**src/nmeafc_pkg.sv**
```systemverilog
`default_nettype none
package nmeafc_pkg;

   // Character codes
   localparam logic [7:0] CH_DOLLAR = 8'h24;
   localparam logic [7:0] CH_STAR   = 8'h2A;
   localparam logic [7:0] CH_COMMA  = 8'h2C;
   localparam logic [7:0] CH_CR     = 8'h0D;
   localparam logic [7:0] CH_ZERO   = 8'h30;

   // Sentence identifiers (chars 3..5)
   localparam logic [23:0] ID_RMB = 24'h524D42;
   localparam logic [23:0] ID_RMC = 24'h524D43;
   localparam logic [23:0] ID_GGA = 24'h474741;
   localparam logic [23:0] ID_VTG = 24'h565447;

   // Result status codes
   localparam logic [1:0] ST_OK       = 2'd0;
   localparam logic [1:0] ST_MISMATCH = 2'd1;
   localparam logic [1:0] ST_FORMAT   = 2'd2;

   // Sentence kind codes
   localparam logic [2:0] KIND_OTHER = 3'd0;
   localparam logic [2:0] KIND_RMB   = 3'd1;
   localparam logic [2:0] KIND_RMC   = 3'd2;
   localparam logic [2:0] KIND_GGA   = 3'd3;
   localparam logic [2:0] KIND_VTG   = 3'd4;

   // Frame layout
   localparam int MIN_CHECK_LEN = 10;
   localparam int DATE_COMMAS   = 8;
   localparam int QDEPTH        = 2;

   // Frame state captured at a qualifying CR
   typedef struct packed {
      logic        star_seen;
      logic [7:0]  xor_before_star;
      logic [15:0] after_star;
      logic [23:0] type_id;
      logic [3:0]  comma_count;
      logic [31:0] time_digits;
      logic [47:0] date_digits;
   } snap_type;

   typedef struct packed {
      logic     valid;
      snap_type snap;
   } qentry_type;

   // {is_hex, value}
   function automatic logic [4:0] hex_val(input logic [7:0] c);
      logic [7:0] d;
      d = 8'h00;
      if (c inside {[8'h30:8'h39]}) begin
         d = c - 8'h30;
         return {1'b1, d[3:0]};
      end else if (c inside {[8'h41:8'h46]}) begin
         d = c - 8'h37;
         return {1'b1, d[3:0]};
      end else if (c inside {[8'h61:8'h66]}) begin
         d = c - 8'h57;
         return {1'b1, d[3:0]};
      end
      return 5'd0;
   endfunction

   // (a-'0')*10 + (b-'0'), modulo 256
   function automatic logic [7:0] two_digits(input logic [7:0] a, input logic [7:0] b);
      logic [7:0] ha;
      logic [7:0] hb;
      ha = a - CH_ZERO;
      hb = b - CH_ZERO;
      return 8'((ha << 3) + (ha << 1) + hb);
   endfunction

endpackage
`default_nettype wire

```
**src/nmeafc_front.sv**
```systemverilog
`default_nettype none
module nmeafc_front #(
   parameter int MAX_SENTENCE_LEN = 128
) (
   input  wire logic                 clock,
   input  wire logic                 reset,
   input  wire logic                 accept,
   input  wire logic [7:0]           rx_byte,
   output nmeafc_pkg::qentry_type    push
);

   localparam int CNT_W = $clog2(MAX_SENTENCE_LEN + 1);

   logic             in_frame_ff, in_frame_in;
   logic [CNT_W-1:0] char_count_ff, char_count_in;
   logic [7:0]       running_xor_ff, running_xor_in;
   logic [7:0]       xor_before_star_ff, xor_before_star_in;
   logic             star_seen_ff, star_seen_in;
   logic [15:0]      after_star_ff, after_star_in;
   logic [1:0]       tail_len_ff, tail_len_in;
   logic [23:0]      type_id_ff, type_id_in;
   logic [3:0]       comma_count_ff, comma_count_in;
   logic [31:0]      time_digits_ff, time_digits_in;
   logic [47:0]      date_digits_ff, date_digits_in;
   logic [2:0]       date_len_ff, date_len_in;
   logic             clr;

   always_comb begin
      in_frame_in        = in_frame_ff;
      char_count_in      = char_count_ff;
      running_xor_in     = running_xor_ff;
      xor_before_star_in = xor_before_star_ff;
      star_seen_in       = star_seen_ff;
      after_star_in      = after_star_ff;
      tail_len_in        = tail_len_ff;
      type_id_in         = type_id_ff;
      comma_count_in     = comma_count_ff;
      time_digits_in     = time_digits_ff;
      date_digits_in     = date_digits_ff;
      date_len_in        = date_len_ff;
      clr                = 1'b0;
      push.valid         = 1'b0;
      push.snap.star_seen       = star_seen_ff;
      push.snap.xor_before_star = xor_before_star_ff;
      push.snap.after_star      = after_star_ff;
      push.snap.type_id         = type_id_ff;
      push.snap.comma_count     = comma_count_ff;
      push.snap.time_digits     = time_digits_ff;
      push.snap.date_digits     = date_digits_ff;

      if (accept) begin
         if (!in_frame_ff || rx_byte == nmeafc_pkg::CH_DOLLAR) begin
            clr = 1'b1;
            in_frame_in   = (rx_byte == nmeafc_pkg::CH_DOLLAR);
            char_count_in = (rx_byte == nmeafc_pkg::CH_DOLLAR) ? CNT_W'(1) : '0;
         end else if (rx_byte == nmeafc_pkg::CH_CR &&
                      char_count_ff < CNT_W'(nmeafc_pkg::MIN_CHECK_LEN)) begin
            clr           = 1'b1;
            in_frame_in   = 1'b0;
            char_count_in = '0;
         end else begin
            // CR with a long enough frame: report, then append the CR itself
            push.valid = (rx_byte == nmeafc_pkg::CH_CR);

            if (rx_byte == nmeafc_pkg::CH_STAR) begin
               star_seen_in       = 1'b1;
               xor_before_star_in = running_xor_ff;
               after_star_in      = '0;
               tail_len_in        = '0;
            end else if (star_seen_ff && tail_len_ff < 2'd2) begin
               if (tail_len_ff == 2'd0) begin
                  after_star_in[15:8] = rx_byte;
               end else begin
                  after_star_in[7:0] = rx_byte;
               end
               tail_len_in = tail_len_ff + 2'd1;
            end
            running_xor_in = running_xor_ff ^ rx_byte;

            if (char_count_ff >= CNT_W'(3) && char_count_ff <= CNT_W'(5)) begin
               type_id_in = {type_id_ff[15:0], rx_byte};
            end

            if (char_count_ff == CNT_W'(7)) time_digits_in[31:24] = rx_byte;
            if (char_count_ff == CNT_W'(8)) time_digits_in[23:16] = rx_byte;
            if (char_count_ff == CNT_W'(9)) time_digits_in[15:8]  = rx_byte;
            if (char_count_ff == CNT_W'(10)) time_digits_in[7:0]  = rx_byte;

            if (char_count_ff >= CNT_W'(7)) begin
               if (comma_count_ff >= 4'(nmeafc_pkg::DATE_COMMAS)) begin
                  if (date_len_ff < 3'd6) begin
                     case (date_len_ff)
                        3'd0:    date_digits_in[47:40] = rx_byte;
                        3'd1:    date_digits_in[39:32] = rx_byte;
                        3'd2:    date_digits_in[31:24] = rx_byte;
                        3'd3:    date_digits_in[23:16] = rx_byte;
                        3'd4:    date_digits_in[15:8]  = rx_byte;
                        default: date_digits_in[7:0]   = rx_byte;
                     endcase
                     date_len_in = date_len_ff + 3'd1;
                  end
               end else if (rx_byte == nmeafc_pkg::CH_COMMA) begin
                  comma_count_in = comma_count_ff + 4'd1;
               end
            end

            char_count_in = char_count_ff + CNT_W'(1);
            // length limit closes the frame
            if (char_count_ff >= CNT_W'(MAX_SENTENCE_LEN - 1)) begin
               clr           = 1'b1;
               in_frame_in   = 1'b0;
               char_count_in = '0;
            end
         end

         if (clr) begin
            running_xor_in     = '0;
            xor_before_star_in = '0;
            star_seen_in       = 1'b0;
            after_star_in      = '0;
            tail_len_in        = '0;
            type_id_in         = '0;
            comma_count_in     = '0;
            time_digits_in     = '0;
            date_digits_in     = '0;
            date_len_in        = '0;
         end
      end
   end

   always_ff @(posedge clock) begin
      if (reset) begin
         in_frame_ff        <= 1'b0;
         char_count_ff      <= '0;
         running_xor_ff     <= '0;
         xor_before_star_ff <= '0;
         star_seen_ff       <= 1'b0;
         after_star_ff      <= '0;
         tail_len_ff        <= '0;
         type_id_ff         <= '0;
         comma_count_ff     <= '0;
         time_digits_ff     <= '0;
         date_digits_ff     <= '0;
         date_len_ff        <= '0;
      end else begin
         in_frame_ff        <= in_frame_in;
         char_count_ff      <= char_count_in;
         running_xor_ff     <= running_xor_in;
         xor_before_star_ff <= xor_before_star_in;
         star_seen_ff       <= star_seen_in;
         after_star_ff      <= after_star_in;
         tail_len_ff        <= tail_len_in;
         type_id_ff         <= type_id_in;
         comma_count_ff     <= comma_count_in;
         time_digits_ff     <= time_digits_in;
         date_digits_ff     <= date_digits_in;
         date_len_ff        <= date_len_in;
      end
   end

   a_idle_count_zero: assert property (@(posedge clock) disable iff (reset)
      !in_frame_ff |-> char_count_ff == '0)
      else $error("char count nonzero outside a frame");

   a_push_on_cr: assert property (@(posedge clock) disable iff (reset)
      push.valid |-> accept && rx_byte == nmeafc_pkg::CH_CR && in_frame_ff)
      else $error("report pushed without an in-frame CR");

   a_comma_cap: assert property (@(posedge clock) disable iff (reset)
      comma_count_ff <= 4'(nmeafc_pkg::DATE_COMMAS))
      else $error("comma count past date field");

endmodule
`default_nettype wire

```
**config.mk**
```make
export PLATFORM = sky130hd
export DESIGN_NAME = nmeafc_front
export DESIGN_NICKNAME = d
export VERILOG_FILES = /design/src/nmeafc_pkg.sv /design/src/nmeafc_front.sv
export SDC_FILE = /design/constraint.sdc
export NUM_CORES = 1
export LEC_CHECK = 0
export BUFFER_PORTS_ARGS = -buffer_cell sky130_fd_sc_hd__buf_2
export CAP_MARGIN = 20
export CORE_UTILIZATION = 45
export CTS_BUF_LIST = sky130_fd_sc_hd__clkbuf_8 sky130_fd_sc_hd__clkbuf_16
export CTS_CLUSTER_DIAMETER = 100
export CTS_CLUSTER_SIZE = 8
export DETAILED_ROUTE_END_ITERATION = 6
export PLACE_DENSITY = 0.74
export SYNTH_ARGS = -nofsm -noshare
export SYNTH_HDL_FRONTEND = slang
export SYNTH_SLANG_ARGS = --single-unit
export TNS_END_PERCENT = 100
```
**constraint.sdc**
```tcl
create_clock -name clock -period 2.8 [get_ports clock]
set_input_delay 0.56 -clock clock [delete_from_list [all_inputs] [get_ports clock]]
set_output_delay 0.56 -clock clock [all_outputs]
set_load 0.01 [all_outputs]
```
==> summary.md, run 1 <==
## Outcome
- **result of the run** finished, final reports clean

## Timing
- **number of hold violations in the final report** 0
- **Fmax** 390 MHz
- **time the final worst path needs with I/O delays and setup** 2570 ps
- **Rel. slew slack** 42.9%
- **Sum Neg Setup Slack** 0 ps
- **skew final** 6.34 ps
- **Final Setup Violations** 0
- **Slew Viols, Final** 0
- **transition time of the tightest slew-check pin** 850 ps
- **period utilization** 91.7%
- **RSZ-0062 raised after global routing** no

## Setup path
- **maximum fanout along the worst path** 10
- **cell with the largest stage delay on the worst path** o21ai_1
- **Critical Path Source Type** flop
- **Setup CP Type** flop to flop
- **worst reg-to-reg setup slack** 230 ps
- **ordered list of cells on the worst path** ha_1 -> nand2_1 -> o21ai_1 -> o31ai_2 -> buf_6 -> nor4b_1 -> a31o_2
- **category of cells accounting for the largest share of critical-path delay** compound AO/OA/AOI/OAI gates
- **Buffers & Inverters on Critical Path** 1
- **critical path's largest stage delay** 710 ps
- **endpoint kind of the worst setup timing path** flop
- **required time reported for the critical path endpoint** 3170 ps
- **Arrival @ worst endpoint** 2940 ps

## Global routing
- **GRT Overall Usage** 24.6%
- **pin count of the biggest net entering global routing** 49
- **overflow left after global routing** 0
- **initial antenna violation count** 0
- **vias in the first global route** 5,322
- **global-route wire length before repair** 28,100 um

## Yosys
- **Seq/Total Area, Yosys** 47.9%
- **ys async rst share** 0%
- **fraction of post-synthesis cell area in the top cell type by area** 47.9%
- **synthesized netlist net count** 751
- **post-synth cell types** 65
- **dominant cells by area after synthesis** dfxtp_1, nand2_1, o22ai_1
- **synthesized cell area** 0.00648 mm^2
- **Synth Area per Inst** 8.90 um^2
- **number of synthesis warnings** 0
- **cell type contributing the most total cell area after synthesis** dfxtp_1
- **gate count of the mapped netlist** 728
- **Main synth FF type** dfxtp_1
- **Post-synth EDFFs** 0
- **flip-flop and latch count after synthesis** 155

## Final layout
- **Layout Nets** 890
- **final core occ** 57.6%
- **Final Cell Area** 0.00805 mm^2
- **final non-filler cell total** 1,060
- **fillcell total** 1,231
- **most common cell after layout, fill and taps aside** dfxtp_1
- **most frequent cells in the layout** dfxtp_1, buf_2, nand2_1
- **area growth from synthesis to layout** 24.3%
- **share of post-route cells with drive strength above 1** 26.5%
- **antenna cells** 0

## Route
- **WL/cell** 17.0 um
- **detailed-route wire length** 18,100 um
- **via count** 6,029
- **Detailed Routing Iterations Pass 1** 5
- **remaining routing DRC violations** 0
- **drt initial violations** 414
- **average via count per standard cell** 5.69
- **residual antenna-violating net count after detailed routing** 0

## Floorplanning
- **CORE AREA** 0.0140 mm^2
- **die height** 122 um
- **total number of placement rows** 43
- **Die X** 122 um
- **number of top-level pins** 145
- **initial standard-cell utilization of the core** 46.3%
- **DIE AREA** 0.0149 mm^2

## Clocking
- **clock sink count** 155
- **total CTS buffers** 17
- **clock slew at the register clock pins of the worst setup and hold paths** 60 ps
- **Clock Root Buffer** clkbuf_16
- **clock latency of the later-clocked register in the worst-skew pair** 430 ps
- **number of buffers inserted to repair setup after CTS** 0
- **CTS max path bufs** 2
- **clock tree from TritonCTS** yes
- **deepest level of the CTS H-tree** 4
- **PostCTS Resize Cnt** 0
- **quantity of hold-fixing buffers added after cts** 0

## Placement
- **cell area after placement** 0.00748 mm^2
- **port bufs** 144
- **Final GP Congestion** 0.882
- **dpl hpwl** 12,300 um
- **number of cells after detailed placement** 1,026

## Pwr
- **Seq pwr share** 48.5%
- **maximum ir drop on the vdd rail** 408 uV
- **ratio of total power to cell area** 567 mW/mm^2
- **share of power burned in the clock network** 47.4%
- **leakage power of the design** 3.35 nW
- **cell internal pwr** 3.51 mW
- **switching power** 1.05 mW
- **share of total power in combinational logic** 4.1%
- **fraction of power spent switching nets** 23.0%

## Worst hold path
- **worst min-delay path category** flop to flop

## Job
- **Max-Cap Viols** 0

routing by layer:
| metal | track usage, % | share of wire [%] | vias up | routed length (um) |
|---|---|---|---|---|
| met2 | 39.2 | 47 | 235 | 8480 |
| met4 | 9.34 | 1.5 | 0 | 270 |
| li1 | - | - | 2903 | - |
| met3 | 5.43 | 6.7 | 26 | 1220 |
| met1 | 32.2 | 45 | 2865 | 8090 |
| met5 | 0 | 0 | - | 0 |
logic make-up (layout without fill, tap and decap cells):
group                    count (synthesis)  after routing  share of synthesized area (%)
multiplexers                            15             15                           2.32
adder cells (fa/ha/maj)                 12             12                           2.32
AND/OR/NAND/NOR                        279            279                           21.3
AO/OA/AOI/OAI                          164            164                           18.0
XOR/XNOR                                16             16                           2.16
buffers and inverters                   87            239                           5.99
flip-flops                             155            155                           47.9
synthesized netlist by cell type, types with 3 or more instances:
master      n
a32o_1      5
a31oi_1    11
a211oi_1   11
a31o_2      5
nor4b_1     6
buf_2      10
nand4_1    13
nor2_1     57
inv_1      28
nor3_1     13
buf_4       5
o211ai_1    4
clkbuf_1   36
nand2_1   100
nand3_1    45
a32oi_1     4
xor2_1     11
or3_1       4
and2_1      3
or4_1       3
ha_1       12
a21o_1      3
buf_6       4
dfxtp_1   155
o32ai_1    11
buf_1       4
mux2i_1    15
xnor2_1     5
nor3_2      3
o22ai_1    39
and3_1     10
nor2b_1     3
nand3b_1    4
a21oi_1    19
a22oi_1     7
o21ai_0    25
area by class of cell:
class	count	area [um^2]	share of cell area [%]
inverters	28	105	1.31
repair buffers	179	1040	12.9
flip-flops and latches	155	3100	38.5
multi-input cells	486	3020	37.5
clock inverters	10	65.1	0.808
well taps	180	225	2.80
clock buffers	22	494	6.14
registers in the layout, summed over array words and instances (netlist names):
name / count
date_digits_ff: 48
in_frame_ff: 1
running_xor_ff: 8
after_star_ff: 16
tail_len_ff: 2
xor_before_star_ff: 8
char_count_ff: 8
type_id_ff: 24
comma_count_ff: 4
date_len_ff: 3
time_digits_ff: 32
star_seen_ff: 1
stage by stage:
step / setup slack (ps) / hold slack, ps / total power, mW
floorplan: 431 / 459 / 2.38
global placement: 252 / 438 / 2.44
detailed placement: 159 / 438 / 2.44
CTS: 253 / 452 / 4.58
global route: 55.1 / 473 / 4.70
finish: 233 / 453 / 4.56
final timing paths:
kind / startpoint / endpoint / cells past startpoint
max: char_count_ff[1] / xor_before_star_ff[0] / 7
min: date_digits_ff[6] / date_digits_ff[6] / 1
max reg2reg: char_count_ff[1] / xor_before_star_ff[0] / 7
min reg2reg: date_digits_ff[6] / date_digits_ff[6] / 1
power by group through the flow:
stage	clock, mW	combinational [mW]	sequential (mW)
finish	2.16	0.185	2.22
global route	2.29	0.196	2.21
CTS	2.18	0.181	2.22
detailed placement	0	0.180	2.26
global placement	0	0.177	2.26
floorplan	0	0.116	2.26
No activity file was read; power rests on OpenSTA's default activity.
==> run 2, diff against run 1 <==
--- a/config.mk
+++ b/config.mk
@@ -7,12 +7,12 @@
 export LEC_CHECK = 0
 export BUFFER_PORTS_ARGS = -buffer_cell sky130_fd_sc_hd__buf_2
 export CAP_MARGIN = 20
-export CORE_UTILIZATION = 45
+export CORE_UTILIZATION = 30
 export CTS_BUF_LIST = sky130_fd_sc_hd__clkbuf_8 sky130_fd_sc_hd__clkbuf_16
 export CTS_CLUSTER_DIAMETER = 100
 export CTS_CLUSTER_SIZE = 8
 export DETAILED_ROUTE_END_ITERATION = 6
-export PLACE_DENSITY = 0.74
+export PLACE_DENSITY = 0.55
 export SYNTH_ARGS = -nofsm -noshare
 export SYNTH_HDL_FRONTEND = slang
 export SYNTH_SLANG_ARGS = --single-unit
==> constraint.sdc (replaced) <==
create_clock -name clock -period 2.8 [get_ports clock]
set_input_delay 0 -clock clock [delete_from_list [all_inputs] [get_ports clock]]
set_output_delay 0 -clock clock [all_outputs]
set_load 0.01 [all_outputs]
==> run 2 against run 1 <==
Net effect:
- sequential power about the same
- utilization decreased by 18 points
- sequential share of layout area decreased by 0.95 points
- die area increased by 49%
==> summary.md, run 2 (synthesis gave the netlist of run 1 again) <==
## Timing
- **RSZ-0062 raised after global routing** no
- **Sum Neg Setup Slack** 0 ps
- **Fmax** 400 MHz
- **Rel. slew slack** 53.6%
- **Final Setup Violations** 0
- **time the final worst path needs with I/O delays and setup** 2500 ps
- **skew final** 11.8 ps
- **worst hold-check slack** 17.3 ps
- **number of hold violations in the final report** 0
- **transition time of the tightest slew-check pin** 692 ps
- **period utilization** 89.4%
- **Slew Viols, Final** 0

## Global routing
- **GRT Overall Usage** 17.7%
- **global-route wire length before repair** 30,400 um
- **vias in the first global route** 5,412
- **pin count of the biggest net entering global routing** 48
- **initial antenna violation count** 0
- **overflow left after global routing** 0

## Floorplanning
- **Die X** 149 um
- **initial standard-cell utilization of the core** 30.7%
- **total number of placement rows** 53
- **DIE AREA** 0.0222 mm^2
- **number of top-level pins** 145
- **CORE AREA** 0.0211 mm^2
- **die height** 149 um

## Route
- **residual antenna-violating net count after detailed routing** 0
- **average via count per standard cell** 5.02
- **detailed-route wire length** 19,400 um
- **drt initial violations** 241
- **via count** 5,792
- **WL/cell** 16.8 um
- **remaining routing DRC violations** 0
- **Detailed Routing Iterations Pass 1** 5

## Clocking
- **number of buffers inserted to repair setup after CTS** 0
- **clock sink count** 155
- **clock tree from TritonCTS** yes
- **clock slew at the register clock pins of the worst setup and hold paths** 60 ps
- **deepest level of the CTS H-tree** 4
- **total CTS buffers** 17
- **clock latency of the later-clocked register in the worst-skew pair** 420 ps
- **Clock Root Buffer** clkbuf_16
- **CTS max path bufs** 2

## Pwr
- **maximum ir drop on the vdd rail** 403 uV
- **ratio of total power to cell area** 597 mW/mm^2
- **leakage power of the design** 3.38 nW

## Final layout
- **fillcell total** 2,189
- **number of flip-flops under the largest register name** 48
- **area of the multi-input gates** 0.00302 mm^2
- **share of post-route cells with drive strength above 1** 25.6%
- **Layout Nets** 891
- **antenna cells** 0
- **largest reg by FF count** date_digits_ff
- **area growth from synthesis to layout** 27.4%
- **leading registers by flop count** date_digits_ff x48, time_digits_ff x32, type_id_ff x24
- **most common cell after layout, fill and taps aside** dfxtp_1
- **most frequent cells in the layout** dfxtp_1, buf_2, nand2_1
- **register area** 0.00310 mm^2

## Setup path
- **Arrival @ worst endpoint** 2850 ps
- **Setup CP Type** flop to flop
- **endpoint kind of the worst setup timing path** flop
- **Critical Path Source Type** flop
- **Critical Path Source** char_count_ff[0]
- **maximum fanout along the worst path** 17
- **required time reported for the critical path endpoint** 3150 ps
- **worst reg2reg startpoint** char_count_ff[0]

## Placement
- **port bufs** 144
- **dpl hpwl** 13,400 um
- **Final GP Congestion** 0.785

## Job
- **Max-Cap Viols** 0

## Outcome
- **result of the run** finished, final reports clean

## Worst hold path
- **beginning of the worst hold path** rx_byte[6]
- **worst min-delay path category** input pin to flop

## run 2: metal layers
layer  global-route usage (%)  wire length (um)
met3                     4.13              1280
met5                        0                 0
met4                     5.36               241
met1                     24.0              9210
met2                     27.7              8720
## run 2: metrics by stage
stage                     std cells  util [%]  power (mW)  setup slack [ps]  instance area (um^2)
after global routing           1154      39.1        5.08               103                  8260
after global placement         1117      35.8        2.44               354                  7550
after CTS                      1154      39.1        4.97               296                  8260
after floorplan                 728         -        2.38               620                  6480
final                          1154      39.1        4.93               297                  8260
after detailed placement       1117      35.8        2.44               318                  7550
## run 2: critical path, cell delays in order, from the launching register on
cell	delay (ps)
dfxtp_1	350
ha_1	260
nand2_1	120
o21ai_1	250
nor3_4	650
buf_4	360
buf_4	190
nand3_1	80
a31oi_1	160
## run 2: timing repair
| item | 4_1_cts | 5_1_grt |
|---|---|---|
| hold endpoints to repair | 17 | 0 |
| hold buffers | 7 | 0 |
| gates resized for setup | 0 | 0 |
## run 2: worst paths after layout
check	end	slack [ps]	cells past startpoint
max	time_digits_ff[29]	300	8
min reg2reg	date_digits_ff[17]	460	2
min	date_digits_ff[38]	20	3
max reg2reg	time_digits_ff[29]	300	8
## run 2: cell type report
cell class                 count  area share [%]
sequential                   155            37.6
multi-input combinational    486            36.6
tap                          275            4.17
timing repair buffer         180            12.7
inverter                      28            1.27
clock buffer                  18            5.32
clock inverter                12            2.38
## run 2: report_power, final
group	internal, mW	total, mW	switching [mW]
combinational	0.0549	0.186	0.131
sequential	2.21	2.21	0.00435
clock	1.59	2.53	0.932
==> run 3, diff against run 2 <==
--- a/config.mk
+++ b/config.mk
@@ -7,12 +7,12 @@
 export LEC_CHECK = 0
 export BUFFER_PORTS_ARGS = -buffer_cell sky130_fd_sc_hd__buf_2
 export CAP_MARGIN = 20
-export CORE_UTILIZATION = 30
+export CORE_UTILIZATION = 40
 export CTS_BUF_LIST = sky130_fd_sc_hd__clkbuf_8 sky130_fd_sc_hd__clkbuf_16
 export CTS_CLUSTER_DIAMETER = 100
 export CTS_CLUSTER_SIZE = 8
 export DETAILED_ROUTE_END_ITERATION = 6
-export PLACE_DENSITY = 0.55
+export PLACE_DENSITY = 0.68
 export SYNTH_ARGS = -nofsm -noshare
 export SYNTH_HDL_FRONTEND = slang
 export SYNTH_SLANG_ARGS = --single-unit
==> run 3 against run 2 <==
Net effect:
- clock skew decreased by 2.2 ps
- combinational power about the same
- global-route usage increased by 4.4 points
- critical endpoint is now time_digits_ff[8]
- clock-buffer cell count unchanged
- sequential share of layout area increased by 0.58 points
- design area decreased by 1.5%
- fmax increased by 6.9%
- non-clock buffer count unchanged
==> summary.md, run 3 (synthesis gave the netlist of run 1 again) <==
## Outcome
- **result of the run** finished, final reports clean

## Floorplanning
- **number of top-level pins** 145
- **die height** 129 um
- **DIE AREA** 0.0167 mm^2
- **CORE AREA** 0.0158 mm^2
- **total number of placement rows** 46
- **Die X** 129 um
- **initial standard-cell utilization of the core** 40.9%

## Route
- **remaining routing DRC violations** 0
- **residual antenna-violating net count after detailed routing** 0
- **WL/cell** 16.7 um
- **detailed-route wire length** 18,300 um
- **drt initial violations** 458
- **Detailed Routing Iterations Pass 1** 5
- **average via count per standard cell** 5.41
- **via count** 5,931

## Clocking
- **clock sink count** 155
- **clock slew at the register clock pins of the worst setup and hold paths** 60 ps
- **total CTS buffers** 17
- **clock tree from TritonCTS** yes
- **deepest level of the CTS H-tree** 4
- **clock latency of the later-clocked register in the worst-skew pair** 420 ps
- **CTS max path bufs** 2
- **Clock Root Buffer** clkbuf_16

## Final layout
- **largest reg by FF count** date_digits_ff
- **leading registers by flop count** date_digits_ff x48, time_digits_ff x32, type_id_ff x24
- **most frequent cells in the layout** dfxtp_1, buf_2, nand2_1
- **Final Cell Area** 0.00813 mm^2
- **antenna cells** 0
- **number of flip-flops under the largest register name** 48
- **most common cell after layout, fill and taps aside** dfxtp_1
- **final non-filler cell total** 1,097
- **share of post-route cells with drive strength above 1** 25.2%
- **final core occ** 51.4%
- **area growth from synthesis to layout** 25.5%
- **Layout Nets** 891

## Global routing
- **vias in the first global route** 5,266
- **global-route wire length before repair** 28,600 um
- **overflow left after global routing** 0
- **pin count of the biggest net entering global routing** 49
- **GRT Overall Usage** 22.1%
- **initial antenna violation count** 0

## Timing
- **Slew Viols, Final** 0
- **transition time of the tightest slew-check pin** 717 ps
- **Rel. slew slack** 52.1%
- **number of hold violations in the final report** 0
- **worst hold-check slack** 33.3 ps
- **Final Setup Violations** 0
- **skew final** 9.59 ps
- **period utilization** 83.6%
- **RSZ-0062 raised after global routing** no
- **Sum Neg Setup Slack** 0 ps
- **Fmax** 427 MHz
- **worst setup margin** 458 ps
- **time the final worst path needs with I/O delays and setup** 2340 ps

## Setup path
- **worst r2r path cells** 5
- **maximum fanout along the worst path** 13
- **endpoint kind of the worst setup timing path** flop
- **Critical Path Sink** time_digits_ff[8]
- **Arrival @ worst endpoint** 2680 ps
- **Setup CP Type** flop to flop
- **worst reg-to-reg setup slack** 460 ps
- **Critical Path Source** char_count_ff[3]
- **required time reported for the critical path endpoint** 3140 ps
- **Critical Path Source Type** flop
- **reg-to-reg endpoint** time_digits_ff[8]
- **worst reg2reg startpoint** char_count_ff[3]

## Worst hold path
- **worst min-delay path category** input pin to flop
- **hold-critical path depth** 2
- **beginning of the worst hold path** reset

## Pwr
- **total power after layout** 4.73 mW
- **maximum ir drop on the vdd rail** 451 uV
- **leakage power of the design** 3.36 nW
- **ratio of total power to cell area** 581 mW/mm^2

## Placement
- **cell area after placement** 0.00746 mm^2
- **port bufs** 144
- **pre-CTS setup slack** 482 ps
- **Final GP Congestion** 0.854
- **number of cells after detailed placement** 1,057
- **dpl hpwl** 12,300 um

## Job
- **Max-Cap Viols** 0

==> run 3: cell type report <==
cell class | count | area [um^2]
fill | 1485 | 7700
sequential | 155 | 3100
multi-input combinational | 486 | 3020
timing repair buffer | 180 | 1040
clock buffer | 18 | 439
tap | 216 | 270
clock inverter | 14 | 155
inverter | 28 | 105
==> run 3: per-layer routing <==
layer | GRT usage, % | up-vias | wire length, um
met5 | 0 | - | 0
met4 | 6.92 | 0 | 260
met3 | 5.45 | 18 | 1170
met2 | 35.1 | 200 | 8550
met1 | 29.5 | 2814 | 8320
li1 | - | 2899 | -
==> run 3: power breakdown <==
group / internal (mW) / leakage [nW] / total (mW) / switching (mW)
combinational: 0.0549 / 1.81 / 0.184 / 0.129
clock: 1.41 / 0.303 / 2.33 / 0.912
sequential: 2.21 / 1.25 / 2.21 / 0.00408
total: 3.68 / 3.36 / 4.73 / 1.05
==> run 3: critical path: stages, from the launching register on <==
cell,delay (ps)
dfxtp_1,550
o21ai_0,220
and4_4,270
nor3_2,460
nand2_1,460
o22ai_1,300
==> run 3: worst min-delay path by stage <==
stage | endpoint | slack, ps
final | star_seen_ff | 30
after global routing | star_seen_ff | 40
after CTS | star_seen_ff | 20
after detailed placement | type_id_ff[4] | 370
after global placement | type_id_ff[4] | 370
after floorplan | push[133] | 150
==> run 3: repair_timing <==
item | CTS | global route
hold buffers | 8 | 0
hold endpoints to repair | 11 | 0
gates resized for setup | 0 | 0
buffers inserted | 0 | 0
